===== src/rtl/core/ets2c_pkg.sv =====
// Shared types, widths and constants of the epoch seconds to calendar converter.
`timescale 1ns / 1ps
package ets2c_pkg;

  // Field and internal widths
  localparam int ZONE_W  = 17;
  localparam int EPOCH_W = 32;
  localparam int TIME_W  = 33;  // saturated local time, never negative
  localparam int DAYS_W  = 16;  // whole days since 1970, at most 49711
  localparam int SOD_W   = 17;  // second of day, below 86400
  localparam int REMH_W  = 12;  // second within the hour, below 3600
  localparam int DOE_W   = 18;  // day of 400-year era, below 146097
  localparam int YOE_W   = 9;   // year of era, below 400
  localparam int DOY_W   = 9;   // day of March-based year, below 366

  localparam logic signed [ZONE_W-1:0] ZONE_RESET = 17'sd28800;

  // Days are split as (t >> 7) / 675, since 86400 = 128 * 675
  localparam logic [26:0] DAY_RECIP  = 27'd101806632;  // floor(2^36 / 675)
  localparam int          DAY_SHIFT  = 36;
  localparam logic [9:0]  DAY_ODD    = 10'd675;

  // Reciprocals, rounded up, exact over the operand ranges used here
  localparam logic [15:0] HOUR_RECIP = 16'd37283;   // 2^27 / 3600
  localparam logic [14:0] MIN_RECIP  = 15'd17477;   // 2^20 / 60
  localparam logic [16:0] WEEK_RECIP = 17'd74899;   // 2^19 / 7
  localparam logic [17:0] Q4Y_RECIP  = 18'd183860;  // 2^28 / 1460 and 2^26 / 365
  localparam logic [12:0] MP_RECIP   = 13'd6854;    // 2^20 / 153

  // Civil date constants
  localparam logic [19:0] EPOCH_SHIFT  = 20'd719468;  // 0000-03-01 to 1970-01-01
  localparam logic [19:0] ERA5_START   = 20'd730485;  // 5 * 146097
  localparam logic [19:0] ERA4_START   = 20'd584388;  // 4 * 146097
  localparam logic [17:0] CENT_DAYS    = 18'd36524;
  localparam logic [17:0] ERA_LAST_DAY = 18'd146096;
  localparam logic [11:0] YEAR_ERA4    = 12'd1600;
  localparam logic [11:0] YEAR_ERA5    = 12'd2000;

  // Extra stages that align time of day with the longer date path
  localparam int TOD_PAD = 3;

  typedef struct packed {
    logic [EPOCH_W-1:0] epoch_seconds;
  } stamp_t;

  typedef struct packed {
    logic [11:0] year;
    logic [3:0]  month;
    logic [4:0]  day_of_month;
    logic [4:0]  hour;
    logic [5:0]  minute;
    logic [5:0]  second_of_minute;
    logic [2:0]  weekday;
  } calendar_t;

  typedef struct packed {
    logic [4:0] hour;
    logic [5:0] minute;
    logic [5:0] second_of_minute;
  } tod_t;

  // First day of each month in a year that starts on 1 March
  function automatic logic [DOY_W-1:0] month_start(input logic [3:0] mp);
    logic [DOY_W-1:0] s;
    case (mp)
      4'd0:    s = 9'd0;
      4'd1:    s = 9'd31;
      4'd2:    s = 9'd61;
      4'd3:    s = 9'd92;
      4'd4:    s = 9'd122;
      4'd5:    s = 9'd153;
      4'd6:    s = 9'd184;
      4'd7:    s = 9'd214;
      4'd8:    s = 9'd245;
      4'd9:    s = 9'd275;
      4'd10:   s = 9'd306;
      4'd11:   s = 9'd337;
      default: s = 9'd0;
    endcase
    return s;
  endfunction

endpackage


===== src/rtl/core/ets2c_tod.sv =====
// Hour, minute and second from the second of day, padded to the date latency.
`timescale 1ns / 1ps
module ets2c_tod (
  input  logic                        clk,
  input  logic                        adv,
  input  logic [ets2c_pkg::SOD_W-1:0] sod,
  output ets2c_pkg::tod_t             tod
);
  import ets2c_pkg::*;

  logic [32:0]       hp;
  logic [SOD_W-1:0]  sod1;
  logic [4:0]        hour1, hour2, hour3;
  logic [SOD_W-1:0]  hsec;
  logic [SOD_W-1:0]  remh_full;
  logic [REMH_W-1:0] rem2, rem3;
  logic [26:0]       mp;
  logic [5:0]        min3;
  logic [REMH_W-1:0] msec;
  logic [REMH_W-1:0] sec_full;
  tod_t              tod4;
  tod_t              pad [TOD_PAD];

  // T1: hour by reciprocal
  assign hp = 33'(sod) * 33'(HOUR_RECIP);

  always_ff @(posedge clk) begin
    if (adv) begin
      sod1  <= sod;
      hour1 <= hp[31:27];
    end
  end

  // T2: second within the hour
  assign hsec      = SOD_W'(hour1) * SOD_W'(3600);
  assign remh_full = sod1 - hsec;

  always_ff @(posedge clk) begin
    if (adv) begin
      hour2 <= hour1;
      rem2  <= remh_full[REMH_W-1:0];
    end
  end

  // T3: minute by reciprocal
  assign mp = 27'(rem2) * 27'(MIN_RECIP);

  always_ff @(posedge clk) begin
    if (adv) begin
      hour3 <= hour2;
      rem3  <= rem2;
      min3  <= mp[25:20];
    end
  end

  // T4: second within the minute
  assign msec     = REMH_W'(min3) * REMH_W'(60);
  assign sec_full = rem3 - msec;

  always_ff @(posedge clk) begin
    if (adv) begin
      tod4.hour             <= hour3;
      tod4.minute           <= min3;
      tod4.second_of_minute <= sec_full[5:0];
    end
  end

  // Delay line to line up with the date path
  always_ff @(posedge clk) begin
    if (adv) begin
      pad[0] <= tod4;
      for (int i = 1; i < TOD_PAD; i++) begin
        pad[i] <= pad[i-1];
      end
    end
  end

  assign tod = pad[TOD_PAD-1];
endmodule


===== config.mk =====
export PLATFORM = sky130hd
export DESIGN_NAME = ets2c_tod
export DESIGN_NICKNAME = d
export VERILOG_FILES = /design/src/rtl/core/ets2c_pkg.sv /design/src/rtl/core/ets2c_tod.sv
export SDC_FILE = /design/constraint.sdc
export NUM_CORES = 1
export LEC_CHECK = 0
export ABC_AREA = 1
export BUFFER_PORTS_ARGS = -buffer_cell sky130_fd_sc_hd__buf_2
export CAP_MARGIN = 40
export CORE_UTILIZATION = 40
export CTS_CLUSTER_DIAMETER = 100
export DETAILED_ROUTE_END_ITERATION = 8
export PLACE_DENSITY = 0.6
export RECOVER_POWER = 25
export SYNTH_ARGS = -nofsm -noshare
export SYNTH_HDL_FRONTEND = slang
export SYNTH_SLANG_ARGS = --single-unit
export TNS_END_PERCENT = 10

===== constraint.sdc =====
create_clock -name clk -period 14.6 [get_ports clk]
set_input_delay 2.19 -clock clk [delete_from_list [all_inputs] [get_ports clk]]
set_output_delay 2.19 -clock clk [all_outputs]
set_load 0.02 [all_outputs]

### Word level (Yosys, flattened, before mapping)

Memory sizes are Yosys's and may differ from the RTL's.
Index checks and enable logic that the tools add are counted.

| word-level totals | value |
|---|---|
| register bits | 68 |
| memory bits (writable) | 51 |
| bits of input ports | 19 |
| output and inout bits | 17 |
| logic and storage cells | 19 |
| memories kept | 1 |

Memory list:

| memory | depth | bits a word | read ports | clocked after memory_dff | write ports | line | source |
|---|---|---|---|---|---|---|---|
| pad | 3 | 17 | 3 | 0 | 3 | ets2c_tod.sv:22 | `tod_t pad [TOD_PAD];` |

| operators by class | value |
|---|---|
| add/sub/neg operators | 2 |
| $mul | 4 |
| muxes and demuxes | 2 |

Operators by type and width:

| operator | count |
|---|---|
| $mul 17x16->32 const B | 1 |
| $mul 12x15->26 const B | 1 |
| $sub 12x12->12 | 1 |
| $mul 5x8->8 const B | 1 |
| $mul 6x4->4 const B | 1 |
| $sub 6x6->6 | 1 |
| $mux 1 | 2 |

### Depth between registers and ports, before layout

Gate-level depths: netlist of run 1.

| depth | value |
|---|---|
| depth in word-level cells | 2 |
| mapped depth | 21 |

### Least setup slack after synthesis of run 1

No wires, ideal clock.

| path | value |
|---|---|
| path type | input-to-reg |
| from | in sod[8] (netlist name) |
| to | reg hour1[0] (data pin) |
| setup time | 252 ps |
| arrival time | 5829 ps |
| path slack | 8518 ps |
| stages on the path | 20 |
| path buffers | 0 |
| cell sequence | ha_1 > ha_1 > inv_1 > fa_1 > inv_1 > fa_1 > fa_1 > inv_1 > fa_1 > inv_1 > ha_1 > nand2_1 > nand2_1 > nand2_1 > nand2_1 > and3_1 > nor2_1 > nand2_1 > nand2_1 > nand2_1 |

| on the way | value |
|---|---|
| longest elaborated chain between the ends | 1 |

RTL lines:

| what | line | source |
|---|---|---|
| start, declared | ets2c_tod.sv:6 | `input logic [ets2c_pkg::SOD_W-1:0] sod,` |
| $mul 17x16->32 | ets2c_tod.sv:25 | `assign hp = 33'(sod) * 33'(HOUR_RECIP);` |
| via hp[27] | ets2c_tod.sv:11 | `logic [32:0] hp;` |
| end signal, assigned | ets2c_tod.sv:30 | `hour1 <= hp[31:27];` |
| end, declared | ets2c_tod.sv:13 | `logic [4:0] hour1, hour2, hour3;` |

The timed path passes the listed nets, and every way through them passes these cells.
A chain may end at the register's enable or synchronous reset.

### Worst setup path after layout of run 1

| path | value |
|---|---|
| from | in sod[5] (netlist name) |
| to | reg hour1[4] (data pin) |

The elaborated chain is that of the path after synthesis.

==> impl_metrics.ini, run 1 <==
[logic_synthesis]
yosysUniqueCellTypes = 28
synth_edf_count = 119
synth_most_common_cell = inv_1
synth_area_leaders = edfxtp_1 (34%), ha_1 (25%), fa_1 (14%), inv_1 (8.9%), nand2_1 (7.7%)
synth_xor_area_share_pct = 1.397
synthArstFlopShare_pct = 0
ys_ff_latch = 119
avgSynthCellArea_sq_um = 9.844
synth_nets = 1393
syn_area_sq_um = 10660
synth-main-ff-cell = edfxtp_1
synth_seq_area_share_pct = 33.52
synth_compound_area_share_pct = 2.699
synth_simple_gate_area_share_pct = 12.78
yosysTopAreaCell = edfxtp_1
synth_top_family_by_area = adder cells
synthCells = 1083
synth_fa_ha_area_share_pct = 39.36
synth_common_cells = inv_1 (254), nand2_1 (218), ha_1 (217)
yosys_warnings = 0
netlist.area_leader.share_pct = 33.52
muxShareOfSynthArea_pct = 0

[finish]
fillers = 2563
drive_gt1_share_pct = 7.231
final_net_count = 1432
syn_to_final_growth_pct = 10.14
diodes = 0

[detailed_routing]
ant_nets = 0
wl_per_cell_microns = 12.94
vias_per_cell = 4.595
drt_iter0_markers = 383
drc_errors = 11
first_pass_iters = 6
vias = 6750
totalWireLength_microns = 19010

[global_route]
grt_antenna_before_repair = 0
grt-ovfl-total = 0
grt_pass1_vias = 6533
grt_pass1_wl_microns = 31440
grt_max_degree = 64
grt_util_all_layers_pct = 15.06

[placed_design]
dpl.hpwl_microns = 15710
io_buffers = 35
gp_congestion = 0.8737

[clocking]
cts_root_buffer = clkbuf_16
cts_hold_buf = 0
clk_pin_slew_ns = 0.06
clkLatencyLatePin_ns = 0.40
cts.sinks = 119
postCtsSetupBuffers = 0
cts_tree = built
ctsResizeCount = 0
cts_buffer_depth = 2
numCtsBuffers = 17
h-tree-depth = 4

[floorplanning]
core_area_sq_um = 26130
die_h_microns = 165.3
dieArea_sq_um = 27310
rows = 59
start_util_pct = 40.80
die_w_microns = 165.3
io_pins = 36

[worst_setup_path]
reg2regPathDepth = 16
worstSetupEndpointType = flip-flop
cp_max_fo = 8
required_ns = 14.76
crit_arrival_ns = 6.28
start_kind = input port
critical_path_class = in -> reg

[job]
maxCapViolations = 0

[timing]
tns_ns = 0
slew_viol_final = 0
finalSetupViolations = 0
maxSlewHeadroom_pct = 60.70
layout_min_cycle_time_ns = 6.123
tightest_slew_ns = 0.5895
hold_violations = 0
period_share_pct = 41.94
rsz0062_at_grt = false
fin_skew_ns = 0.006242
fmax_mhz = 163.3

[hold_path]
holdPathStages = 0
hold_path_class = reg -> reg

[outcome]
status = finished, violations left
failed_checks = DRC
==> routing by layer <==
layer,vias up,wire length (microns),GRT usage (%)
met4,0,175,3.753
met1,3122,9475,20.38
met2,82,8904,25.05
met5,-,0,0
met3,13,454,2.348
li1,3533,-,-
==> metrics by stage <==
stage	area [sq um]	utilization [%]	hold WS (ns)	setup slack (ns)	instances
after floorplan	10660	-	0.4003	8.518	1083
after global placement	11140	42.62	0.4005	8.067	1437
after detailed placement	11170	42.73	0.4045	8.051	1438
after CTS	11740	44.93	0.4113	8.462	1469
after global routing	11740	44.93	0.4155	8.181	1469
final	11740	44.93	0.4106	8.477	1469
==> layout by cell type (no fill, tap or decap), types with 3 or more instances in the layout <==
cell type  count
inv_1        254
nand2_1      218
ha_1         217
edfxtp_1     119
fa_1          74
nor2_1        49
buf_2         34
a21oi_1       33
nand3_1       31
clkbuf_16     17
o21ai_0       13
xnor2_1        9
xor2_1         8
nand4_1        8
nor3_1         6
nand2_2        4
o21bai_1       4
clkinv_4       4
inv_2          3
inv_6          3
clkinv_2       3
==> path summary, 6_finish.rpt <==
kind,start,end,slack [ns]
worst max register to register,rem2[9],min3[0],11.09
worst min register to register,pad[0][13],pad[0][30],0.41
worst max-delay path,sod[5],hour1[4],8.48
worst min-delay path,pad[0][13],pad[0][30],0.41
==> kinds of logic after synthesis <==
group / count (synthesis)
AO/OA/AOI/OAI: 54
XOR/XNOR: 17
adder cells (fa/ha/maj): 291
buffers and inverters: 274
flip-flops: 119
AND/OR/NAND/NOR: 328
==> flip-flops by register name, indices dropped and copies added, names as in the netlist, 6 cells and up <==
signal and count:
min3 6, tod4 17, pad 51, rem3 6
rem2 12, sod1 12
==> worst max-delay path, cell delays in order <==
cell and delay, ns:
buf_2 0.23, ha_1 0.29, ha_1 0.22, fa_1 0.54, inv_1 0.05, fa_1 0.47, inv_1 0.06, fa_1 0.53
inv_1 0.06, fa_1 0.53, inv_1 0.04, ha_1 0.31, nand2_1 0.06, inv_1 0.10, nand2_1 0.08, nor3_1 0.13
nand2_1 0.07, nand2_1 0.10, nand2_1 0.07, nand3_1 0.09, nand2_1 0.06
==> layout make-up <==
cell class | count | area [sq um] | share of cell area (%)
tap | 335 | 419.2 | 3.570
multi-input combinational | 690 | 5996 | 51.06
timing repair buffer | 37 | 212.7 | 1.811
sequential | 119 | 3573 | 30.43
inverter | 257 | 964.7 | 8.215
clock inverter | 14 | 151.4 | 1.289
clock buffer | 17 | 425.4 | 3.623
Power of run 1 is left out: the tool's default activity adds up to more than one toggle a clock period on the data nets, which glitch-free logic cannot reach.
==> inputs of run 2 (changes only) <==
- PLACE_DENSITY: 0.6 -> 0.63
- clock period: 14.6 -> 5.2 ns (I/O delays scaled with it)
==> impl_metrics.ini, run 2 (synthesis gave the netlist of run 1 again) <==
[outcome]
failed_checks = DRC
status = finished, violations left

[placed_design]
place_ws_ns = 0.09468
gp_congestion = 0.8939
dpl.hpwl_microns = 16340
io_buffers = 35

[timing]
tightest_slew_ns = 0.5013
period_share_pct = 89.31
finalSetupViolations = 0
setup_slack_ns = 0.5558
maxSlewHeadroom_pct = 66.58
rsz0062_at_grt = false
layout_min_cycle_time_ns = 4.644
fmax_mhz = 215.3
tns_ns = 0
fin_skew_ns = 0.008555
slew_viol_final = 0
hold_violations = 0

[finish]
final_common_cell = inv_1
syn_to_final_growth_pct = 10.50
drive_gt1_share_pct = 7.625
top_register = pad
largestRegisters = pad: 51 flops, tod4: 17 flops
final_net_count = 1438
largest_reg_flops = 51
diodes = 0
layout_common_cells = inv_1 (254), nand2_1 (218), ha_1 (217), edfxtp_1 (119), fa_1 (74)

[global_route]
grt_util_all_layers_pct = 15.39
grt_antenna_before_repair = 0
grt_max_degree = 45
grt_pass1_vias = 6654
grt_pass1_wl_microns = 32180
grt-ovfl-total = 0

[floorplanning]
dieArea_sq_um = 27310
die_h_microns = 165.3
core_area_sq_um = 26130
rows = 59
io_pins = 36
start_util_pct = 40.80
die_w_microns = 165.3

[clocking]
cts_hold_buf = 0
cts_tree = built
cts_buffer_depth = 2
numCtsBuffers = 17
clkLatencyLatePin_ns = 0.40
postCtsSetupBuffers = 0
ctsResizeCount = 0
clk_pin_slew_ns = 0.05
cts.sinks = 119
h-tree-depth = 4
cts_root_buffer = clkbuf_16

[worst_setup_path]
reg2regPathDepth = 16
cp_top_family = adder cells
crit_arrival_ns = 4.80
crit_buf_inv = 7
worst_path_most_repeated_cell = nand2_1
crit_slowest_cell = fa_1
cp_max_fo = 8
critical_path_class = in -> reg
required_ns = 5.36
worstSetupEndpointType = flip-flop
ff2ff_setup_slack_ns = 1.59
path_cells = buf_2 > ha_1 > ha_1 > fa_1 > inv_1 > fa_1 > inv_1 > fa_1 > inv_1 > fa_1 > inv_1 > ha_1 > nand2_1 > inv_1 > nand2_1 > inv_1 > a21oi_1 > nand2_1 > nand2_1 > nand2_1 > nand2_1 > nand2_1
cpPeakStageDelay_ns = 0.54
start_kind = input port
r2r_end = min3[0]
r2r_start = rem2[9]

[hold_path]
holdPathStages = 0
min_from = pad[0][4]
worstHoldEndpoint = pad[0][21]
hold_path_class = reg -> reg

[detailed_routing]
totalWireLength_microns = 19510
drt_iter0_markers = 344
vias = 6781
ant_nets = 0
drc_errors = 10
wl_per_cell_microns = 13.22
first_pass_iters = 7
vias_per_cell = 4.594

[job]
maxCapViolations = 0
[run 2: cell type report]
| cell class | count | area, sq um |
|---|---|---|
| inverters | 257 | 964.7 |
| clock buffers | 17 | 425.4 |
| clock inverters | 15 | 152.6 |
| well taps | 335 | 419.2 |
| multi-input cells | 690 | 5996 |
| fillers | 2511 | 14350 |
| flip-flops and latches | 119 | 3573 |
| repair buffers | 43 | 250.2 |
[run 2: per-layer routing]
layer	vias to the layer above	wire [microns]	global-route usage, %
met1	3136	9528	21.09
met2	85	9242	25.14
met5	-	0	0
li1	3545	-	-
met3	15	523	2.672
met4	0	215	3.795
[run 2: how the worst max path moves through the flow]
stage	start	to	slack, ns	cells after the start
final	sod[5]	hour1[4]	0.56	22
after global routing	sod[5]	hour1[4]	0.34	21
after CTS	sod[5]	hour1[4]	0.56	22
after detailed placement	sod[5]	hour1[3]	0.09	20
after global placement	sod[8]	hour1[4]	0.18	22
after floorplan	sod[8]	hour1[0]	0.53	20
[run 2: metrics by stage]
| step | cell area [sq um] | hold WS [ns] | utilization (%) | instances |
|---|---|---|---|---|
| after floorplan | 10660 | 0.4003 | - | 1083 |
| after detailed placement | 11200 | 0.4045 | 42.87 | 1444 |
| after global routing | 11780 | 0.4155 | 45.08 | 1476 |
| after CTS | 11780 | 0.4166 | 45.08 | 1476 |
| final | 11780 | 0.4134 | 45.08 | 1476 |
| after global placement | 11180 | 0.4007 | 42.79 | 1443 |
Power of run 2 is left out for the same reason.
