## config.mk

```make
export PLATFORM = sky130hd
export DESIGN_NAME = ets2c_split
export DESIGN_NICKNAME = d
export VERILOG_FILES = /design/src/rtl/core/ets2c_pkg.sv /design/src/rtl/core/ets2c_split.sv
export SDC_FILE = /design/constraint.sdc
export NUM_CORES = 1
export LEC_CHECK = 0
export BUFFER_PORTS_ARGS = -buffer_cell sky130_fd_sc_hd__buf_4
export CAP_MARGIN = 20
export CELL_PAD_IN_SITES_DETAIL_PLACEMENT = 1
export CELL_PAD_IN_SITES_GLOBAL_PLACEMENT = 2
export CORE_MARGIN = 3
export CORE_UTILIZATION = 43
export CTS_BUF_LIST = sky130_fd_sc_hd__clkbuf_4 sky130_fd_sc_hd__clkbuf_8 sky130_fd_sc_hd__clkbuf_16
export CTS_CLUSTER_SIZE = 10
export DETAILED_ROUTE_END_ITERATION = 7
export PLACE_DENSITY = 0.91
export REMOVE_ABC_BUFFERS = 1
export SLEW_MARGIN = 20
export SYNTH_ARGS = -nofsm -noshare
export SYNTH_HDL_FRONTEND = slang
export SYNTH_SLANG_ARGS = --single-unit
```

## constraint.sdc

```tcl
create_clock -name clk -period 8.4 [get_ports clk]
set_input_delay 0.42 -clock clk [delete_from_list [all_inputs] [get_ports clk]]
set_output_delay 0.42 -clock clk [all_outputs]
set_load 0.005 [all_outputs]
```

## src/rtl/core/ets2c_pkg.sv

```systemverilog
// Shared types, widths and constants of the epoch seconds to calendar converter.
`timescale 1ns / 1ps
package ets2c_pkg;

  // Field and internal widths
  localparam int ZONE_W  = 17;
  localparam int EPOCH_W = 32;
  localparam int TIME_W  = 33;  // saturated local time, never negative
  localparam int DAYS_W  = 16;  // whole days since 1970, at most 49711
  localparam int SOD_W   = 17;  // second of day, below 86400
  localparam int REMH_W  = 12;  // second within the hour, below 3600
  localparam int DOE_W   = 18;  // day of 400-year era, below 146097
  localparam int YOE_W   = 9;   // year of era, below 400
  localparam int DOY_W   = 9;   // day of March-based year, below 366

  localparam logic signed [ZONE_W-1:0] ZONE_RESET = 17'sd28800;

  // Days are split as (t >> 7) / 675, since 86400 = 128 * 675
  localparam logic [26:0] DAY_RECIP  = 27'd101806632;  // floor(2^36 / 675)
  localparam int          DAY_SHIFT  = 36;
  localparam logic [9:0]  DAY_ODD    = 10'd675;

  // Reciprocals, rounded up, exact over the operand ranges used here
  localparam logic [15:0] HOUR_RECIP = 16'd37283;   // 2^27 / 3600
  localparam logic [14:0] MIN_RECIP  = 15'd17477;   // 2^20 / 60
  localparam logic [16:0] WEEK_RECIP = 17'd74899;   // 2^19 / 7
  localparam logic [17:0] Q4Y_RECIP  = 18'd183860;  // 2^28 / 1460 and 2^26 / 365
  localparam logic [12:0] MP_RECIP   = 13'd6854;    // 2^20 / 153

  // Civil date constants
  localparam logic [19:0] EPOCH_SHIFT  = 20'd719468;  // 0000-03-01 to 1970-01-01
  localparam logic [19:0] ERA5_START   = 20'd730485;  // 5 * 146097
  localparam logic [19:0] ERA4_START   = 20'd584388;  // 4 * 146097
  localparam logic [17:0] CENT_DAYS    = 18'd36524;
  localparam logic [17:0] ERA_LAST_DAY = 18'd146096;
  localparam logic [11:0] YEAR_ERA4    = 12'd1600;
  localparam logic [11:0] YEAR_ERA5    = 12'd2000;

  // Extra stages that align time of day with the longer date path
  localparam int TOD_PAD = 3;

  typedef struct packed {
    logic [EPOCH_W-1:0] epoch_seconds;
  } stamp_t;

  typedef struct packed {
    logic [11:0] year;
    logic [3:0]  month;
    logic [4:0]  day_of_month;
    logic [4:0]  hour;
    logic [5:0]  minute;
    logic [5:0]  second_of_minute;
    logic [2:0]  weekday;
  } calendar_t;

  typedef struct packed {
    logic [4:0] hour;
    logic [5:0] minute;
    logic [5:0] second_of_minute;
  } tod_t;

  // First day of each month in a year that starts on 1 March
  function automatic logic [DOY_W-1:0] month_start(input logic [3:0] mp);
    logic [DOY_W-1:0] s;
    case (mp)
      4'd0:    s = 9'd0;
      4'd1:    s = 9'd31;
      4'd2:    s = 9'd61;
      4'd3:    s = 9'd92;
      4'd4:    s = 9'd122;
      4'd5:    s = 9'd153;
      4'd6:    s = 9'd184;
      4'd7:    s = 9'd214;
      4'd8:    s = 9'd245;
      4'd9:    s = 9'd275;
      4'd10:   s = 9'd306;
      4'd11:   s = 9'd337;
      default: s = 9'd0;
    endcase
    return s;
  endfunction

endpackage

```

## src/rtl/core/ets2c_split.sv

```systemverilog
// Zone offset, saturation and split of local time into days and second of day.
`timescale 1ns / 1ps
module ets2c_split (
  input  logic                                clk,
  input  logic                                rst,
  input  logic                                adv,
  input  logic                                in_valid,
  input  logic [ets2c_pkg::EPOCH_W-1:0]       epoch,
  input  logic signed [ets2c_pkg::ZONE_W-1:0] zone,
  output logic                                out_valid,
  output logic [ets2c_pkg::DAYS_W-1:0]        days,
  output logic [ets2c_pkg::SOD_W-1:0]         sod
);
  import ets2c_pkg::*;

  logic                 v1, v2, v3;
  logic signed [TIME_W:0] sum;
  logic [TIME_W-1:0]    t1;
  logic [25:0]          x_in;
  logic [52:0]          prod;
  logic [DAYS_W-1:0]    q2;
  logic [25:0]          x2;
  logic [6:0]           lo2;
  logic [25:0]          qm;
  logic [25:0]          rem_full;
  logic [10:0]          rem;
  logic                 fix;
  logic [9:0]           rem_fixed;
  logic [DAYS_W-1:0]    days3;
  logic [SOD_W-1:0]     sod3;

  // Stage 1: add offset at full width, clamp negatives to zero
  assign sum = $signed({2'b00, epoch}) + $signed({{(TIME_W+1-ZONE_W){zone[ZONE_W-1]}}, zone});

  always_ff @(posedge clk) begin
    if (adv) begin
      t1 <= sum[TIME_W] ? '0 : sum[TIME_W-1:0];
    end
  end

  // Stage 2: estimate of (t >> 7) / 675, low by at most one
  assign x_in = t1[TIME_W-1:7];
  assign prod = 53'(x_in) * 53'(DAY_RECIP);

  always_ff @(posedge clk) begin
    if (adv) begin
      q2  <= prod[DAY_SHIFT+DAYS_W-1:DAY_SHIFT];
      x2  <= x_in;
      lo2 <= t1[6:0];
    end
  end

  // Stage 3: remainder and one correction step
  assign qm        = 26'(q2) * 26'(DAY_ODD);
  assign rem_full  = x2 - qm;
  assign rem       = rem_full[10:0];
  assign fix       = rem >= 11'(DAY_ODD);
  assign rem_fixed = fix ? 10'(rem - 11'(DAY_ODD)) : rem[9:0];

  always_ff @(posedge clk) begin
    if (adv) begin
      days3 <= q2 + DAYS_W'(fix);
      sod3  <= {rem_fixed, lo2};
    end
  end

  // Valid bits travel with the data
  always_ff @(posedge clk) begin
    if (rst) begin
      v1 <= 1'b0;
      v2 <= 1'b0;
      v3 <= 1'b0;
    end else if (adv) begin
      v1 <= in_valid;
      v2 <= v1;
      v3 <= v2;
    end
  end

  assign out_valid = v3;
  assign days      = days3;
  assign sod       = sod3;
endmodule

```

=== Yosys cells after proc, flatten, opt, wreduce, memory -nomap -nowiden ===
Index checks and enable logic that the tools add are counted.

* Flip-flop bits (word level): 103
* Bits in latches: 0
* Memory bits (writable): 0
* Memory bits (read-only): 0
* Bits of input ports: 53
* Output and inout port bits: 34
* Logic and storage cells: 17
* Memories kept: 0

* Add/sub/neg operators: 4
* Multipliers: 2
* Divide/modulo/power cells: 0
* Order comparisons: 1
* Equality and inequality tests: 0
* Shift-type cells: 0
* Multiplexer cells: 1
* Bitwise gates (word level): 0
* Reductions and logical operators: 0

{| class="wikitable"
|+ Operators with widths
! cell !! number
|-
| 26-bit by 24-bit multiplier with 49-bit output (second input constant) || 1
|-
| 33-bit by 17-bit adder with 34-bit output || 1
|-
| 16-bit by 1-bit adder with 16-bit output || 1
|-
| 16-bit by 10-bit multiplier with 11-bit output (second input constant) || 1
|-
| 11-bit by 10-bit >= comparator with 1-bit output (second input constant) || 1
|-
| 11-bit subtractor || 1
|-
| 10-bit 2-to-1 mux || 1
|-
| 10-bit subtractor (second input constant) || 1
|}

=== Logic depth before layout (Yosys ltp) ===
* Depth after elaboration: 4
* Gate-level depth with buffers: 22

=== Worst setup path after synthesis ===
Ideal clock, no wire load.

* Path type: register -> register
* Start point: register t1[22]
* End point: register q2[11] (data pin)
* Arrival: 5.936 ns
* Path slack: 2.202 ns
* Cell stages (with the launch flop): 22
* Buffers on the path: 0
* Cell sequence: edfxtp_1 > fa_1 > ha_1 > inv_1 > fa_1 > inv_1 > fa_1 > fa_1 > fa_1 > inv_1 > fa_1 > inv_1 > ha_1 > a21o_1 > a21oi_1 > o21ai_0 > a21bo_2 > a221oi_2 > o31ai_2 > or2_2 > a211oi_1 > a21oi_1

* Longest elaborated chain between the ends: 1

{| class="wikitable"
|+ Ends and longest elaborated chain
! what !! RTL line !! RTL
|-
| start: declaration || ets2c_split.sv:18 || <nowiki>logic [TIME_W-1:0] t1;</nowiki>
|-
| start signal: assignment || ets2c_split.sv:37 || <nowiki>t1 <= sum[TIME_W] ? '0 : sum[TIME_W-1:0];</nowiki>
|-
| 26-bit by 24-bit multiplier with 49-bit output || ets2c_split.sv:43 || <nowiki>assign prod = 53'(x_in) * 53'(DAY_RECIP);</nowiki>
|-
| net prod[47] || ets2c_split.sv:20 || <nowiki>logic [52:0] prod;</nowiki>
|-
| end signal: assignment || ets2c_split.sv:47 || <nowiki>q2 <= prod[DAY_SHIFT+DAYS_W-1:DAY_SHIFT];</nowiki>
|-
| end: declaration || ets2c_split.sv:21 || <nowiki>logic [DAYS_W-1:0] q2;</nowiki>
|}

The timed path passes the listed nets, and every way through them passes these cells.
A chain may end at the register's enable or synchronous reset.

=== Final worst setup path ===
* Start point: register t1[13]
* End point: register q2[12] (data pin)

The elaborated chain is that of the path after synthesis.

==> impl_metrics.prom <==
# TYPE chip_impl_metric gauge
chip_impl_metric{name="synth_cells",unit=""} 1448
chip_impl_metric{name="global_route.usage.total",unit="%"} 19.3
chip_impl_metric{name="finalCriticalPeriod",unit="ns"} 7.02
chip_impl_metric{name="max_stage_delay",unit="ns"} 0.67
chip_impl_info{name="critPathLaunch",value="t1[13]$_SDFFCE_PP0P_"} 1
chip_impl_metric{name="timing_worst_slew_pin_value",unit="ns"} 0.791
chip_impl_metric{name="drt_iter0_drc",unit=""} 261
chip_impl_info{name="cts_tree",value="built"} 1
chip_impl_metric{name="die_h",unit="um"} 196
chip_impl_metric{name="htree_num_levels",unit=""} 3
chip_impl_info{name="critical_path_class",value="reg2reg"} 1
chip_impl_metric{name="cts.sinks",unit=""} 103
chip_impl_metric{name="synth-warning-count",unit=""} 0
chip_impl_info{name="clock-root-buffer",value="sky130_fd_sc_hd__clkbuf_16"} 1
chip_impl_metric{name="routedLengthMet1",unit="um"} 15300
chip_impl_info{name="critical-path-slowest-cell",value="sky130_fd_sc_hd__edfxtp_1"} 1
chip_impl_info{name="synth_flop_cell",value="sky130_fd_sc_hd__edfxtp_1"} 1
chip_impl_metric{name="routed_wire_length_per_instance",unit="um"} 17.6
chip_impl_metric{name="remaining_drcs",unit=""} 0
chip_impl_metric{name="antenna_found_initial",unit=""} 0
chip_impl_metric{name="finalClockSkew",unit="ns"} 0.00793
chip_impl_info{name="hold_start",value="rst"} 1
chip_impl_metric{name="max_cap_check_violation_count",unit=""} 0
chip_impl_metric{name="top_level_ports",unit=""} 87
chip_impl_metric{name="post_cts_resize_count",unit=""} 0
chip_impl_metric{name="layout-drive-gt1-share",unit="%"} 7.84
chip_impl_metric{name="grt_pass1_vias",unit=""} 11800
chip_impl_metric{name="diodes",unit=""} 0
chip_impl_metric{name="synth.distinct_cells",unit=""} 59
chip_impl_metric{name="placeable_area",unit="sq mm"} 0.0351
chip_impl_metric{name="peak_fanout_along_the_critical_path",unit=""} 11
chip_impl_info{name="timing.critical_path.cells",value="fa_1 -> ha_1 -> inv_1 -> fa_1 -> fa_1 -> fa_1 -> inv_1 -> fa_1 -> inv_1 -> fa_1 -> inv_1 -> ha_1 -> a21oi_1 -> nor2b_1 -> o31ai_1 -> a31oi_1 -> a221oi_2 -> o31ai_2 -> or3_1 -> a21oi_1 -> xnor2_1"} 1
chip_impl_metric{name="dr_total_vias",unit=""} 10400
chip_impl_metric{name="route.met3.wl",unit="um"} 842
chip_impl_metric{name="critical_path_arrival",unit="ns"} 7.14
chip_impl_metric{name="fin_setup_tns",unit="ns"} 0
chip_impl_metric{name="clock_buffers_created_by_tritoncts",unit=""} 9
chip_impl_metric{name="worstSkewPairLatency",unit="ns"} 0.37
chip_impl_metric{name="post_synth_instance_area",unit="sq mm"} 0.0155
chip_impl_metric{name="initial_core_utilization",unit="%"} 44.2
chip_impl_metric{name="synth.top_cell.area_share",unit="%"} 30.0
chip_impl_metric{name="clock_path_buffers",unit=""} 2
chip_impl_metric{name="slew_viols_final",unit=""} 0
chip_impl_metric{name="synth-seq-area-share",unit="%"} 19.8
chip_impl_metric{name="asyncSetResetFlopFracSynth",unit="%"} 0
chip_impl_metric{name="dr_wl_met2",unit="um"} 18400
chip_impl_metric{name="vias_per_cell",unit=""} 5.20
chip_impl_metric{name="yosys_register_bits",unit=""} 103
chip_impl_info{name="start_kind",value="flip-flop"} 1
chip_impl_metric{name="port_buffers",unit=""} 86
chip_impl_metric{name="seq_area",unit="sq mm"} 0.00306
chip_impl_metric{name="die_w",unit="um"} 196
chip_impl_info{name="synth_top_cell_by_area",value="sky130_fd_sc_hd__ha_1"} 1
chip_impl_metric{name="multi_input_comb_area",unit="sq mm"} 0.0112
chip_impl_info{name="critical_path.reg2reg.startpoint",value="t1[13]$_SDFFCE_PP0P_"} 1
chip_impl_metric{name="cts_setup_buffers",unit=""} 0
chip_impl_info{name="cp_common_cell",value="sky130_fd_sc_hd__fa_1"} 1
chip_impl_metric{name="die_area",unit="sq mm"} 0.0383
chip_impl_metric{name="detail_route_antenna_nets",unit=""} 0
chip_impl_metric{name="post_synth_edffs",unit=""} 100
chip_impl_metric{name="timing_hold_violations_final",unit=""} 0
chip_impl_metric{name="cts.hold.buffers_added",unit=""} 0
chip_impl_metric{name="timing.critical_path.required",unit="ns"} 8.52
chip_impl_metric{name="wire_length_of_the_first_global_routing_pass",unit="um"} 59600
chip_impl_info{name="synth.top_cells.by_count",value="sky130_fd_sc_hd__ha_1 (372), sky130_fd_sc_hd__inv_1 (317), sky130_fd_sc_hd__fa_1 (179)"} 1
chip_impl_info{name="route.top_layer_used",value="met4"} 1
chip_impl_metric{name="hpwlAfterDp",unit="um"} 29800
chip_impl_metric{name="final_wtd_congestion",unit=""} 0.906
chip_impl_metric{name="dr.pass1.iters",unit=""} 5
chip_impl_metric{name="synthesized_area_per_cell",unit="sq um"} 10.7
chip_impl_info{name="post-synth-top-count-cell",value="sky130_fd_sc_hd__ha_1"} 1
chip_impl_metric{name="grt_remaining_overflow",unit=""} 0
chip_impl_metric{name="pin_count_of_the_biggest_net_entering_global_routing",unit=""} 57
chip_impl_info{name="outcome",value="finished clean"} 1
chip_impl_metric{name="core.rowCount",unit=""} 68
chip_impl_info{name="rsz0062_at_grt",value="no"} 1
chip_impl_metric{name="clk_transition_reported_paths",unit="ns"} 0.08
chip_impl_metric{name="syn_to_final_growth",unit="%"} 9.70
chip_impl_metric{name="final-setup-viol-count",unit=""} 0
chip_impl_metric{name="timing.slew.headroom",unit="%"} 47.3
chip_impl_info{name="synthTopCellsByArea",value="sky130_fd_sc_hd__ha_1 (30%), sky130_fd_sc_hd__fa_1 (23%), sky130_fd_sc_hd__edfxtp_1 (19%), sky130_fd_sc_hd__inv_1 (7.7%), sky130_fd_sc_hd__xnor2_1 (3.3%)"} 1
chip_impl_info{name="hold_class",value="in2reg"} 1
chip_impl_metric{name="final.fill_count",unit=""} 3884
chip_impl_metric{name="routed_wl",unit="um"} 35300
chip_impl_metric{name="min_period_over_period",unit="%"} 83.6
chip_impl_metric{name="max_freq",unit="MHz"} 142
chip_impl_info{name="crit_path_end_kind",value="flip-flop"} 1
chip_impl_metric{name="number_of_nets_in_the_layout",unit=""} 2143
## cell type report
class / instances / share of cell area, %
inverter: 317 / 7.00
clock buffer: 9 / 1.33
multi-input combinational: 1020 / 66.0
timing repair buffer: 88 / 3.89
sequential: 103 / 18.0
clock inverter: 7 / 0.412
tap: 455 / 3.35
## critical path: cells and delay by family, from the launching register on
family,cells,cell delay (ns)
buffers and inverters,4,0.21
AND/OR/NAND/NOR,2,0.42
adder cells (fa/ha/maj),8,3.64
XOR/XNOR,1,0.08
AO/OA/AOI/OAI,6,1.76
flip-flops,1,0.67
## per-layer routing
metal	GRT usage, %	vias to the layer above
met5	0	-
met4	4.38	0
met3	1.79	41
met2	35.5	126
met1	24.5	5184
li1	-	5043
## logic make-up (layout without fill, tap and decap cells)
| kind of cell | count (synthesis) | count (layout) | share of synthesized area, % |
|---|---|---|---|
| compound gates | 190 | 190 | 8.26 |
| xor+xnor | 80 | 80 | 4.52 |
| fa+ha+maj | 551 | 551 | 53.2 |
| buf+inv | 325 | 421 | 7.88 |
| flops | 103 | 103 | 19.8 |
| mux | 5 | 5 | 0.331 |
| simple gates | 194 | 194 | 6.06 |
## flip-flops by register name, indices dropped and copies added, names as in the netlist
name       flops
out_valid      1
lo2            7
days          16
t1            33
sod           17
q2            16
v1             1
x2            11
v2             1
## worst paths after layout
path	to	slack (ns)	depth (start not counted)
worst max-delay path	q2[12]$_DFFE_PP_	1.38	21
worst min-delay path	v1$_SDFFE_PP0P_	0.23	2
worst max register to register	q2[12]$_DFFE_PP_	1.38	21
worst min register to register	lo2[5]$_DFFE_PP_	0.43	0
## per-stage QoR
stage / util [%] / cells / area, sq um / setup slack (ns) / hold WS, ns
floorplan: - / 1440 / 15500 / 2.20 / 0.400
global placement: 47.6 / 1983 / 16700 / 1.46 / 0.401
detailed placement: 47.6 / 1983 / 16700 / 1.30 / 0.406
CTS: 48.5 / 1999 / 17000 / 1.30 / 0.211
global route: 48.5 / 1999 / 17000 / 0.937 / 0.214
finish: 48.5 / 1999 / 17000 / 1.38 / 0.226
## layout by cell type (no fill, tap or decap), types with 37 or more instances in the layout
cell and n:
sky130_fd_sc_hd__ha_1 372, sky130_fd_sc_hd__inv_1 317, sky130_fd_sc_hd__fa_1 179, sky130_fd_sc_hd__edfxtp_1 100
sky130_fd_sc_hd__buf_4 88, sky130_fd_sc_hd__nor2_1 61, sky130_fd_sc_hd__xnor2_1 57, sky130_fd_sc_hd__a21oi_1 50
sky130_fd_sc_hd__o21ai_0 39, sky130_fd_sc_hd__nand2_1 37
Power is left out: the tool's default activity adds up to more than one toggle a clock period on the data nets, which glitch-free logic cannot reach.
