[src/rtl/core/ets2c_pkg.sv]
// Shared types, widths and constants of the epoch seconds to calendar converter.
`timescale 1ns / 1ps
package ets2c_pkg;

  // Field and internal widths
  localparam int ZONE_W  = 17;
  localparam int EPOCH_W = 32;
  localparam int TIME_W  = 33;  // saturated local time, never negative
  localparam int DAYS_W  = 16;  // whole days since 1970, at most 49711
  localparam int SOD_W   = 17;  // second of day, below 86400
  localparam int REMH_W  = 12;  // second within the hour, below 3600
  localparam int DOE_W   = 18;  // day of 400-year era, below 146097
  localparam int YOE_W   = 9;   // year of era, below 400
  localparam int DOY_W   = 9;   // day of March-based year, below 366

  localparam logic signed [ZONE_W-1:0] ZONE_RESET = 17'sd28800;

  // Days are split as (t >> 7) / 675, since 86400 = 128 * 675
  localparam logic [26:0] DAY_RECIP  = 27'd101806632;  // floor(2^36 / 675)
  localparam int          DAY_SHIFT  = 36;
  localparam logic [9:0]  DAY_ODD    = 10'd675;

  // Reciprocals, rounded up, exact over the operand ranges used here
  localparam logic [15:0] HOUR_RECIP = 16'd37283;   // 2^27 / 3600
  localparam logic [14:0] MIN_RECIP  = 15'd17477;   // 2^20 / 60
  localparam logic [16:0] WEEK_RECIP = 17'd74899;   // 2^19 / 7
  localparam logic [17:0] Q4Y_RECIP  = 18'd183860;  // 2^28 / 1460 and 2^26 / 365
  localparam logic [12:0] MP_RECIP   = 13'd6854;    // 2^20 / 153

  // Civil date constants
  localparam logic [19:0] EPOCH_SHIFT  = 20'd719468;  // 0000-03-01 to 1970-01-01
  localparam logic [19:0] ERA5_START   = 20'd730485;  // 5 * 146097
  localparam logic [19:0] ERA4_START   = 20'd584388;  // 4 * 146097
  localparam logic [17:0] CENT_DAYS    = 18'd36524;
  localparam logic [17:0] ERA_LAST_DAY = 18'd146096;
  localparam logic [11:0] YEAR_ERA4    = 12'd1600;
  localparam logic [11:0] YEAR_ERA5    = 12'd2000;

  // Extra stages that align time of day with the longer date path
  localparam int TOD_PAD = 3;

  typedef struct packed {
    logic [EPOCH_W-1:0] epoch_seconds;
  } stamp_t;

  typedef struct packed {
    logic [11:0] year;
    logic [3:0]  month;
    logic [4:0]  day_of_month;
    logic [4:0]  hour;
    logic [5:0]  minute;
    logic [5:0]  second_of_minute;
    logic [2:0]  weekday;
  } calendar_t;

  typedef struct packed {
    logic [4:0] hour;
    logic [5:0] minute;
    logic [5:0] second_of_minute;
  } tod_t;

  // First day of each month in a year that starts on 1 March
  function automatic logic [DOY_W-1:0] month_start(input logic [3:0] mp);
    logic [DOY_W-1:0] s;
    case (mp)
      4'd0:    s = 9'd0;
      4'd1:    s = 9'd31;
      4'd2:    s = 9'd61;
      4'd3:    s = 9'd92;
      4'd4:    s = 9'd122;
      4'd5:    s = 9'd153;
      4'd6:    s = 9'd184;
      4'd7:    s = 9'd214;
      4'd8:    s = 9'd245;
      4'd9:    s = 9'd275;
      4'd10:   s = 9'd306;
      4'd11:   s = 9'd337;
      default: s = 9'd0;
    endcase
    return s;
  endfunction

endpackage

[src/rtl/core/ets2c_date.sv]
// Gregorian date and weekday from the day count, seven register stages.
`timescale 1ns / 1ps
module ets2c_date (
  input  logic                         clk,
  input  logic                         rst,
  input  logic                         adv,
  input  logic                         in_valid,
  input  logic [ets2c_pkg::DAYS_W-1:0] days,
  output logic                         out_valid,
  output logic [11:0]                  year,
  output logic [3:0]                   month,
  output logic [4:0]                   day_of_month,
  output logic [2:0]                   weekday
);
  import ets2c_pkg::*;

  localparam int STAGES = 7;

  logic [STAGES-1:0] v;

  // D1 signals
  logic [19:0]       z;
  logic              era_hi;
  logic [19:0]       doe_full;
  logic [DAYS_W-1:0] wv;
  logic [32:0]       wp;
  logic [DOE_W-1:0]  doe1;
  logic              era1;
  logic [DAYS_W-1:0] wv1;
  logic [12:0]       wq1;
  // D2 signals
  logic [35:0]       ap;
  logic [2:0]        cents;
  logic [DAYS_W-1:0] w7;
  logic [DAYS_W-1:0] wd_full;
  logic [DOE_W-1:0]  doe2;
  logic [6:0]        a2;
  logic [2:0]        b2;
  logic              c2;
  logic              era2;
  logic [2:0]        wd2;
  // D3 signals
  logic [DOE_W-1:0]  n3, doe3;
  logic              era3;
  logic [2:0]        wd3;
  // D4 signals
  logic [35:0]       yp;
  logic [YOE_W-1:0]  yoe4;
  logic [DOE_W-1:0]  doe4;
  logic              era4;
  logic [2:0]        wd4;
  // D5 signals
  logic [1:0]        ycent;
  logic [DOE_W-1:0]  ybase_days;
  logic [DOE_W-1:0]  doy_full;
  logic [DOY_W-1:0]  doy5;
  logic [YOE_W-1:0]  yoe5;
  logic              era5;
  logic [2:0]        wd5;
  // D6 signals
  logic [10:0]       mnum;
  logic [23:0]       mprod;
  logic [3:0]        mp6;
  logic [DOY_W-1:0]  doy6;
  logic [11:0]       ybase6;
  logic [2:0]        wd6;
  // D7 signals
  logic [DOY_W-1:0]  dom_full;
  logic              jan_feb;

  // D1: shift to a March-based era, weekday quotient
  assign z        = 20'(days) + EPOCH_SHIFT;
  assign era_hi   = z >= ERA5_START;
  assign doe_full = z - (era_hi ? ERA5_START : ERA4_START);
  assign wv       = days + DAYS_W'(4);
  assign wp       = 33'(wv) * 33'(WEEK_RECIP);

  always_ff @(posedge clk) begin
    if (adv) begin
      doe1 <= doe_full[DOE_W-1:0];
      era1 <= era_hi;
      wv1  <= wv;
      wq1  <= wp[31:19];
    end
  end

  // D2: leap-day corrections of the era, weekday remainder
  assign ap = 36'(doe1) * 36'(Q4Y_RECIP);

  always_comb begin
    if (doe1 >= ERA_LAST_DAY) begin
      cents = 3'd4;
    end else if (doe1 >= 18'(3 * CENT_DAYS)) begin
      cents = 3'd3;
    end else if (doe1 >= 18'(2 * CENT_DAYS)) begin
      cents = 3'd2;
    end else if (doe1 >= CENT_DAYS) begin
      cents = 3'd1;
    end else begin
      cents = 3'd0;
    end
  end

  assign w7      = DAYS_W'(wq1) * DAYS_W'(7);
  assign wd_full = wv1 - w7;

  always_ff @(posedge clk) begin
    if (adv) begin
      doe2 <= doe1;
      a2   <= ap[34:28];
      b2   <= cents;
      c2   <= doe1 == ERA_LAST_DAY;
      era2 <= era1;
      wd2  <= wd_full[2:0];
    end
  end

  // D3: day count with leap days taken out
  always_ff @(posedge clk) begin
    if (adv) begin
      n3   <= doe2 - DOE_W'(a2) + DOE_W'(b2) - DOE_W'(c2);
      doe3 <= doe2;
      era3 <= era2;
      wd3  <= wd2;
    end
  end

  // D4: year of era
  assign yp = 36'(n3) * 36'(Q4Y_RECIP);

  always_ff @(posedge clk) begin
    if (adv) begin
      yoe4 <= yp[34:26];
      doe4 <= doe3;
      era4 <= era3;
      wd4  <= wd3;
    end
  end

  // D5: day of the March-based year
  always_comb begin
    if (yoe4 >= 9'd300) begin
      ycent = 2'd3;
    end else if (yoe4 >= 9'd200) begin
      ycent = 2'd2;
    end else if (yoe4 >= 9'd100) begin
      ycent = 2'd1;
    end else begin
      ycent = 2'd0;
    end
  end

  assign ybase_days = DOE_W'(yoe4) * DOE_W'(365) + DOE_W'(yoe4[YOE_W-1:2]) - DOE_W'(ycent);
  assign doy_full   = doe4 - ybase_days;

  always_ff @(posedge clk) begin
    if (adv) begin
      doy5 <= doy_full[DOY_W-1:0];
      yoe5 <= yoe4;
      era5 <= era4;
      wd5  <= wd4;
    end
  end

  // D6: month index from day of year, calendar year of the March year
  assign mnum  = 11'(doy5) * 11'(5) + 11'(2);
  assign mprod = 24'(mnum) * 24'(MP_RECIP);

  always_ff @(posedge clk) begin
    if (adv) begin
      mp6    <= mprod[23:20];
      doy6   <= doy5;
      ybase6 <= 12'(yoe5) + (era5 ? YEAR_ERA5 : YEAR_ERA4);
      wd6    <= wd5;
    end
  end

  // D7: day of month, month, January and February roll into the next year
  assign dom_full = doy6 - month_start(mp6) + DOY_W'(1);
  assign jan_feb  = mp6 >= 4'd10;

  always_ff @(posedge clk) begin
    if (adv) begin
      day_of_month <= dom_full[4:0];
      month        <= jan_feb ? mp6 - 4'd9 : mp6 + 4'd3;
      year         <= ybase6 + 12'(jan_feb);
      weekday      <= wd6;
    end
  end

  // Valid bits
  always_ff @(posedge clk) begin
    if (rst) begin
      v <= '0;
    end else if (adv) begin
      v <= {v[STAGES-2:0], in_valid};
    end
  end

  assign out_valid = v[STAGES-1];
endmodule

[config.mk]
export PLATFORM = sky130hd
export DESIGN_NAME = ets2c_date
export DESIGN_NICKNAME = d
export VERILOG_FILES = /design/src/rtl/core/ets2c_pkg.sv /design/src/rtl/core/ets2c_date.sv
export SDC_FILE = /design/constraint.sdc
export NUM_CORES = 1
export LEC_CHECK = 0
export BUFFER_PORTS_ARGS = -buffer_cell sky130_fd_sc_hd__buf_2
export CORE_ASPECT_RATIO = 1.75
export CORE_UTILIZATION = 35
export DETAILED_ROUTE_END_ITERATION = 8
export PLACE_DENSITY = 0.5
export SYNTH_ARGS = -nofsm -noshare
export SYNTH_HDL_FRONTEND = slang
export SYNTH_SLANG_ARGS = --single-unit
[constraint.sdc]
create_clock -name clk -period 21.3 [get_ports clk]
set_clock_uncertainty 0.05 [all_clocks]
set_input_delay 2.13 -clock clk [delete_from_list [all_inputs] [get_ports clk]]
set_output_delay 2.13 -clock clk [all_outputs]
set_load 0.005 [all_outputs]
# After elaboration in Yosys (flattened, before gate mapping)

Memories as Yosys holds them, arrays and structs flattened. A register that Yosys moved wholly into a read port is not among the register bits.
Cells that the tools add are included.

$add $sub $neg: 17
Multiply operators: 7
Magnitude comparators: 9
Equal/unequal tests: 1
Mux-type cells: 10

Operator list:

| kind                                                                     | number |
|---|---|
| 18-bit by 16-bit multiplier with 33-bit output (second input constant)   | 2 |
| 18-bit by 17-bit >= comparator with 1-bit output (second input constant) | 2 |
| 16-bit by 17-bit multiplier with 32-bit output (second input constant)   | 1 |
| 11-bit by 12-bit multiplier with 23-bit output (second input constant)   | 1 |
| 16-bit by 20-bit adder with 20-bit output (second input constant)        | 1 |
| 20-bit >= comparator (second input constant)                             | 1 |
| 18-bit by 3-bit adder with 18-bit output                                 | 1 |
| 18-bit equality test (second input constant)                             | 1 |
| 18-bit by 16-bit >= comparator with 1-bit output (second input constant) | 1 |
| 18-bit >= comparator (second input constant)                             | 1 |
| 18-bit 2-to-1 mux                                                        | 1 |
| 18-bit by 1-bit subtractor with 18-bit output                            | 1 |
| 18-bit subtractor                                                        | 1 |
| 18-bit by 7-bit subtractor with 18-bit output                            | 1 |
| 16-bit by 3-bit adder with 16-bit output (second input constant)         | 1 |
| 13-bit by 3-bit multiplier with 3-bit output (second input constant)     | 1 |
| 12-bit by 1-bit adder with 12-bit output                                 | 1 |
| 9-bit by 11-bit adder with 12-bit output                                 | 1 |
| 11-bit by 2-bit adder with 11-bit output (second input constant)         | 1 |
| 9-bit by 3-bit multiplier with 11-bit output (second input constant)     | 1 |
| 9-bit by 7-bit adder with 9-bit output                                   | 1 |
| 9-bit by 7-bit >= comparator with 1-bit output (second input constant)   | 1 |
| 9-bit by 8-bit >= comparator with 1-bit output (second input constant)   | 1 |
| 9-bit >= comparator (second input constant)                              | 1 |
| other kinds (13)                                                         | 18 |

Register bits after elaboration: 198
Memory bits (read-only): 144
Output and inout bits: 25
Word-level logic and storage cells: 76
Memories: 1

Memory list:

| memory          | words | width | rd ports | clocked after Yosys merged registers in | write ports | RTL line        | RTL |
|---|---|---|---|---|---|---|---|
| (no name shown) | 16    | 9     | 1        | 1                                       | 0           | ets2c_pkg.sv:65 | `case (mp)` |

# Depth between registers and ports, before layout

Gate-level depths: netlist of run 1.

Depth in word-level cells: 6
Depth in mapped cells: 34

# Least setup slack after synthesis of run 1

Ideal clock, no wire load.

Path type: input to register
Start: in days[7] (netlist name)
End: reg wq1[2] (data pin)
Setup time: 0.260 ns
Data arrival time: 6.987 ns
Data required time: 20.990 ns
Setup slack: 14.004 ns
Cell stages on the path: 20
Buffers on the path: 0
Cells stage by stage: and3_1 > and3_1 > nand3_1 > nor3_1 > xnor2_1 > ha_1 > ha_1 > inv_1 > fa_1 > fa_1 > inv_1 > fa_1 > fa_1 > ha_1 > a2111o_1 > nor2_1 > o211ai_1 > a31o_2 > a21oi_1 > xnor2_1

Cells in the longest elaborated chain, start to end: 2

Ends and longest elaborated chain:

| element                                        | RTL line         | RTL |
|---|---|---|
| start, declared                                | ets2c_date.sv:8  | `input logic [ets2c_pkg::DAYS_W-1:0] days,` |
| 16-bit by 3-bit adder with 16-bit output       | ets2c_date.sv:75 | `assign wv = days + DAYS_W'(4);` |
| 16-bit by 17-bit multiplier with 32-bit output | ets2c_date.sv:76 | `assign wp = 33'(wv) * 33'(WEEK_RECIP);` |
| via wp[21]                                     | ets2c_date.sv:26 | `logic [32:0] wp;` |
| end signal, assigned                           | ets2c_date.sv:83 | `wq1 <= wp[31:19];` |
| end, declared                                  | ets2c_date.sv:30 | `logic [12:0] wq1;` |

The timed path passes the listed nets, and every way through them passes these cells.
A chain may end at the register's enable or synchronous reset.

==> results.json, run 1 <==
{
  "outcome": "complete, no violations",
  "timing.critical_path.buf_inv": 5,
  "ys_warn_count": 0,
  "antenna_violating_nets_post_route": 0,
  "cts_tree": "done",
  "synth_ff_type": "edfxtp_1",
  "reg2reg_depth": 33,
  "critical_path.most_common_cell": "ha_1",
  "synth.lib_cells_used.distinct": 72,
  "cts.repair_timing.setup_buffer_count": 0,
  "clk_pin_slew_ps": 90,
  "drt-total-wl_mm": 53.41,
  "design.die.area_sq_mm": 0.07379,
  "synthesis.area_per_instance_sq_um": 11.30,
  "min_tclk_post_route_ps": 7650,
  "globalplace.congestion": 0.8801,
  "most_common_cell_after_layout_fill_and_taps_aside": "ha_1",
  "tritoncts.num_buffers": 17,
  "number_of_synthesized_register_bits": 193,
  "number_of_antenna_violations_at_the_first_check_in_global_routing": 0,
  "synth.top_cell.area_share_pct": 29.32,
  "critPathTopFamily": "adder cells",
  "routed_wire_length_per_instance_um": 16.41,
  "critical_path.endpoint_type": "flip-flop",
  "hold_depth": 0,
  "dieWidth_um": 205.8,
  "min_path_type": "reg2reg",
  "root_buffer": "clkbuf_16",
  "ys_async_sr_fraction_pct": 0,
  "floorplan.die.height_um": 358.6,
  "post_drt_via_cell_ratio": 4.726,
  "setup-tns-final_ps": 0,
  "number_of_vias_in_the_routed_layout": 15377,
  "core_region_area_sq_mm": 0.07189,
  "num_antenna_cells": 0,
  "cts_repair_resize_count": 0,
  "design.final.nets": 3247,
  "area.growth.synth_to_final_pct": 8.166,
  "drt_pre_antenna_iters": 5,
  "timing.critical_path.depth": 33,
  "cell_type_contributing_the_most_total_cell_area_after_synthesis": "ha_1",
  "cts-root-to-sink-buffers": 2,
  "globalRouteTotalUtil_pct": 15.55,
  "clk-insertion-delay-late_ps": 470,
  "grt_max_degree": 111,
  "crit_path_top_delay_cell": "fa_1",
  "filler_cell_count": 7046,
  "yosys-top-cells-area": "ha_1 (29%), fa_1 (25%), edfxtp_1 (21%), inv_1 (8.2%), xnor2_1 (3.6%)",
  "grt_pass1_wl_mm": 87.89,
  "synth_area_sq_mm": 0.02543,
  "layout.cells.most_common_list": "ha_1 (596), inv_1 (556), fa_1 (314)",
  "timing.critical_path.from_type": "flip-flop",
  "hpwlAfterDp_mm": 46.23,
  "start_util_pct": 35.38,
  "layout-drive-gt1-share_pct": 4.850,
  "synth.yosys.seq_area_share_pct": 22.31,
  "detail_route.drc_violations": 0,
  "largest_incremental_delay_on_the_critical_path_ps": 550,
  "timing.final.crit_share_pct": 35.91,
  "clock_sinks": 193,
  "floorplan.rows": 130,
  "worst_slew_pin_slew_ps": 1049,
  "cts.htree.levels": 4,
  "timing_max_transition_violations_final": 0,
  "cp_data_required_time_ps": 21600,
  "drt-initial-drc-count": 348,
  "cts-hold-fix-buffers": 0,
  "synth_fp_nets": 3180,
  "io-pin-count": 45,
  "setup_viol": 0,
  "placement.io_buffers": 44,
  "synth_edf_count": 181,
  "maxClockFrequency_ghz": 0.1307,
  "finalHoldViolCount": 0,
  "drv.max_cap_violation_count": 0,
  "overflow": 0,
  "worst-setup-path-type": "reg2reg",
  "cp.arrival_ps": 7950,
  "gate_count_of_the_mapped_netlist": 2250,
  "slew_hr_pct": 30.08,
  "rsz0062_at_grt": "false",
  "crit_fanout": 6,
  "grt_pass1_vias": 17560
}
-- worst reg2reg max path: cells and delay by family (launching register included) --
kind,cells,cell delay (ps)
XOR/XNOR,2,420
multiplexers,1,280
AND/OR/NAND/NOR,3,450
flip-flops,1,490
buffers and inverters,5,370
AO/OA/AOI/OAI,13,2180
adder cells (fa/ha/maj),9,3310
-- per-stage QoR --
stage                     cell area [sq um]  setup WS [ps]  cells  hold slack, ps  util (%)
after floorplan                       25430          14000   2250           350.3         -
after global placement                26860          13400   3222           351.4     37.37
after detailed placement              26860          13360   3222           354.5     37.37
after CTS                             27510          13580   3254           371.4     38.27
after global routing                  27510          13070   3254           376.3     38.27
final                                 27510          13650   3254           367.9     38.27
-- path summary, 6_finish.rpt --
| kind | from | to | slack [ps] |
|---|---|---|---|
| max | doy5[1] | flip-flop | 13650 |
| min | doe3[6] | doe4[6] | 370 |
| max reg2reg | doy5[1] | flip-flop | 13650 |
| min reg2reg | doe3[6] | doe4[6] | 370 |
-- state kept, by name, indices dropped and copies added (netlist names), 4 cells and up, named ones only --
name,flops
doe2,18
month,4
yoe5,9
doe4,9
mp6,4
ybase6,12
yoe4,9
year,12
doy5,9
doe3,9
a2,7
doe1,18
day_of_month,5
v,7
doy6,5
n3,18
-- logic make-up after synthesis --
family	synth area share, %
adder cells (fa/ha/maj)	54.03
AO/OA/AOI/OAI	5.131
XOR/XNOR	4.885
flip-flops	22.31
buffers and inverters	8.284
AND/OR/NAND/NOR	4.727
multiplexers	0.6247
-- Yosys cell counts (3+ instances only) --
cell type	instances
nand3_1	27
or3_1	4
o31a_1	3
o21ai_0	24
a31oi_1	7
ha_1	596
nor3_1	18
xor2_1	35
fa_1	314
nand2b_1	14
nor2_1	65
a31o_2	3
nand4_1	10
dfxtp_1	12
edfxtp_1	181
a21oi_2	5
o21ai_1	10
and3_1	9
xnor2_1	105
nor2b_1	14
o211ai_1	4
a22o_1	3
o21bai_1	6
a41o_1	4
mux2i_1	11
o31ai_1	5
a211oi_1	6
a21oi_1	51
inv_1	556
a21boi_0	3
or2_2	6
and4_1	4
nand2_1	54
and2_1	4
a21o_1	21
o21a_1	11
-- per-layer routing --
layer	vias to the layer above	share of wire [%]	global-route usage, %
li1	7436	-	-
met1	7695	33	13.87
met2	152	61	33.36
met3	94	1.2	1.360
met4	0	4.8	7.397
met5	-	0	0
-- final cells by class --
type | instances | area, sq um | share of cell area, %
Tap cell | 924 | 1156 | 4.202
Inverter | 557 | 2091 | 7.600
Clock inverter | 15 | 222.7 | 0.8095
Multi-Input combinational cell | 1496 | 17650 | 64.16
Sequential cell | 193 | 5675 | 20.63
Clock buffer | 17 | 425.4 | 1.546
Timing Repair Buffer | 52 | 289.0 | 1.051
Power of run 1 is not shown: default switching activity piles up to over one toggle a cycle in this logic, so the estimate is an artifact.
==> run 2: changes to the inputs <==
Clock period 21.3 ns to 7.6 ns, I/O delays scaled along.
==> run 2 against run 1 <==
Compared with the run above:
- non-clock buffer count grew 17
- setup slack lost 13000 ps
- routed wire length shrank 0.69%
- hold slack gained 4.0 ps
- highest routed layer unchanged
- critical path depth is the same
- first-iteration DRC count grew 29%
==> results.json, run 2 (synthesized netlist as in run 1, its figures left out) <==
{
  "io-pin-count": 45,
  "post_drt_via_cell_ratio": 4.702,
  "design.die.area_sq_mm": 0.07379,
  "dieWidth_um": 205.8,
  "critical_path.endpoint_type": "flip-flop",
  "antenna_violating_nets_post_route": 0,
  "timing.final.crit_share_pct": 94.43,
  "slew_hr_pct": 27.55,
  "cts.htree.levels": 4,
  "number_of_vias_in_the_routed_layout": 15381,
  "crit_fanout": 5,
  "worst_slew_pin_slew_ps": 1087,
  "r2r_setup_slack_ps": 420,
  "clk_pin_slew_ps": 80,
  "hold_depth": 0,
  "reg2reg_depth": 33,
  "core_region_area_sq_mm": 0.07189,
  "layout-drive-gt1-share_pct": 6.050,
  "detail_route.drc_violations": 0,
  "globalRouteTotalUtil_pct": 15.38,
  "cp.arrival_ps": 7490,
  "globalplace.congestion": 0.8585,
  "cp_data_required_time_ps": 7910,
  "floorplan.die.height_um": 358.6,
  "number_of_antenna_violations_at_the_first_check_in_global_routing": 0,
  "filler_cell_count": 7063,
  "cts_tree": "done",
  "outcome": "complete, no violations",
  "min_tclk_post_route_ps": 7176,
  "clock_sinks": 193,
  "num_antenna_cells": 0,
  "setup_viol": 0,
  "timing.critical_path.from_type": "flip-flop",
  "finalHoldViolCount": 0,
  "overflow": 0,
  "design.final.nets": 3264,
  "timing_max_transition_violations_final": 0,
  "layout.cells.most_common_list": "ha_1 (594), inv_1 (556), fa_1 (314)",
  "grt_pass1_vias": 17445,
  "post-route-util_pct": 38.53,
  "hpwlAfterDp_mm": 45.98,
  "maxClockFrequency_ghz": 0.1393,
  "grt_max_degree": 110,
  "drt_pre_antenna_iters": 4,
  "regs_by_ff_count": "doe1 x18, doe2 x18, n3 x18",
  "drv.max_cap_violation_count": 0,
  "drt-total-wl_mm": 53.04,
  "area.growth.synth_to_final_pct": 8.914,
  "grt_pass1_wl_mm": 87.20,
  "holdCritStartpoint": "doe3[5]",
  "cts-root-to-sink-buffers": 2,
  "tritoncts.num_buffers": 17,
  "root_buffer": "clkbuf_16",
  "largest_incremental_delay_on_the_critical_path_ps": 540,
  "worst-setup-path-type": "reg2reg",
  "crit_path_top_delay_cell": "fa_1",
  "min_path_type": "reg2reg",
  "start_util_pct": 35.38,
  "floorplan.rows": 130,
  "holdPathEnd": "doe4[5]",
  "most_common_cell_after_layout_fill_and_taps_aside": "ha_1",
  "routed_wire_length_per_instance_um": 16.21,
  "r2r-start": "doy5[1]",
  "clk-insertion-delay-late_ps": 460,
  "drt-initial-drc-count": 449,
  "cts-hold-fix-buffers": 0,
  "placement.io_buffers": 44
}
## run 2: worst max-delay path by stage
stage / start / end / cells past startpoint
floorplan: doy5[1] / flip-flop / 33
global placement: doy5[3] / flip-flop / 33
detailed placement: doy5[3] / flip-flop / 32
CTS: doy5[3] / flip-flop / 32
global route: doy5[1] / flip-flop / 34
finish: doy5[1] / flip-flop / 33
## run 2: stage by stage
stage	setup slack (ps)	area, sq um	TNS (ps)	hold slack [ps]	instances
final	423.6	27700	0	371.9	3271
after global routing	-26.33	27700	-26.33	380.0	3271
after CTS	113.0	27610	0	373.6	3270
after detailed placement	131.3	26980	0	355.6	3238
after global placement	210.0	26980	0	352.6	3238
after floorplan	649.2	25430	0	350.3	2250
## run 2: area by class of cell
type                            instances  area [sq um]  area share, %
Clock buffer                           17         425.4          1.536
Clock inverter                         15         203.9         0.7362
Inverter                              557          2091          7.547
Multi-Input combinational cell       1496         17730          64.02
Sequential cell                       193          5675          20.49
Tap cell                              924          1156          4.173
Timing Repair Buffer                   69         416.7          1.504
## run 2: timing repair
item | CTS | global route
setup buffers | 0 | 1
endpoints found under the setup margin | 0 | 5
endpoints found under the hold margin | 0 | 0
gates resized for setup | 0 | 13
## run 2: critical path, delay by kind of cell, from the launching register on
kind	cells	cell delay, ps
buffers and inverters	6	480
XOR/XNOR	2	360
AO/OA/AOI/OAI	11	1870
adder cells (fa/ha/maj)	8	2960
multiplexers	2	300
flip-flops	1	440
AND/OR/NAND/NOR	4	610
## run 2: layer usage
metal  global-route usage (%)  share of wire, %  vias up  wire length (um)
met5                        0                 0        -                 0
met4                    5.676               3.3        0              1767
met3                    1.242               1.2       66               623
met2                    33.21                61      127             32430
met1                    14.26                34     7726             18210
li1                         -                 -     7462                 -
Power of run 2 is left out for the same reason.
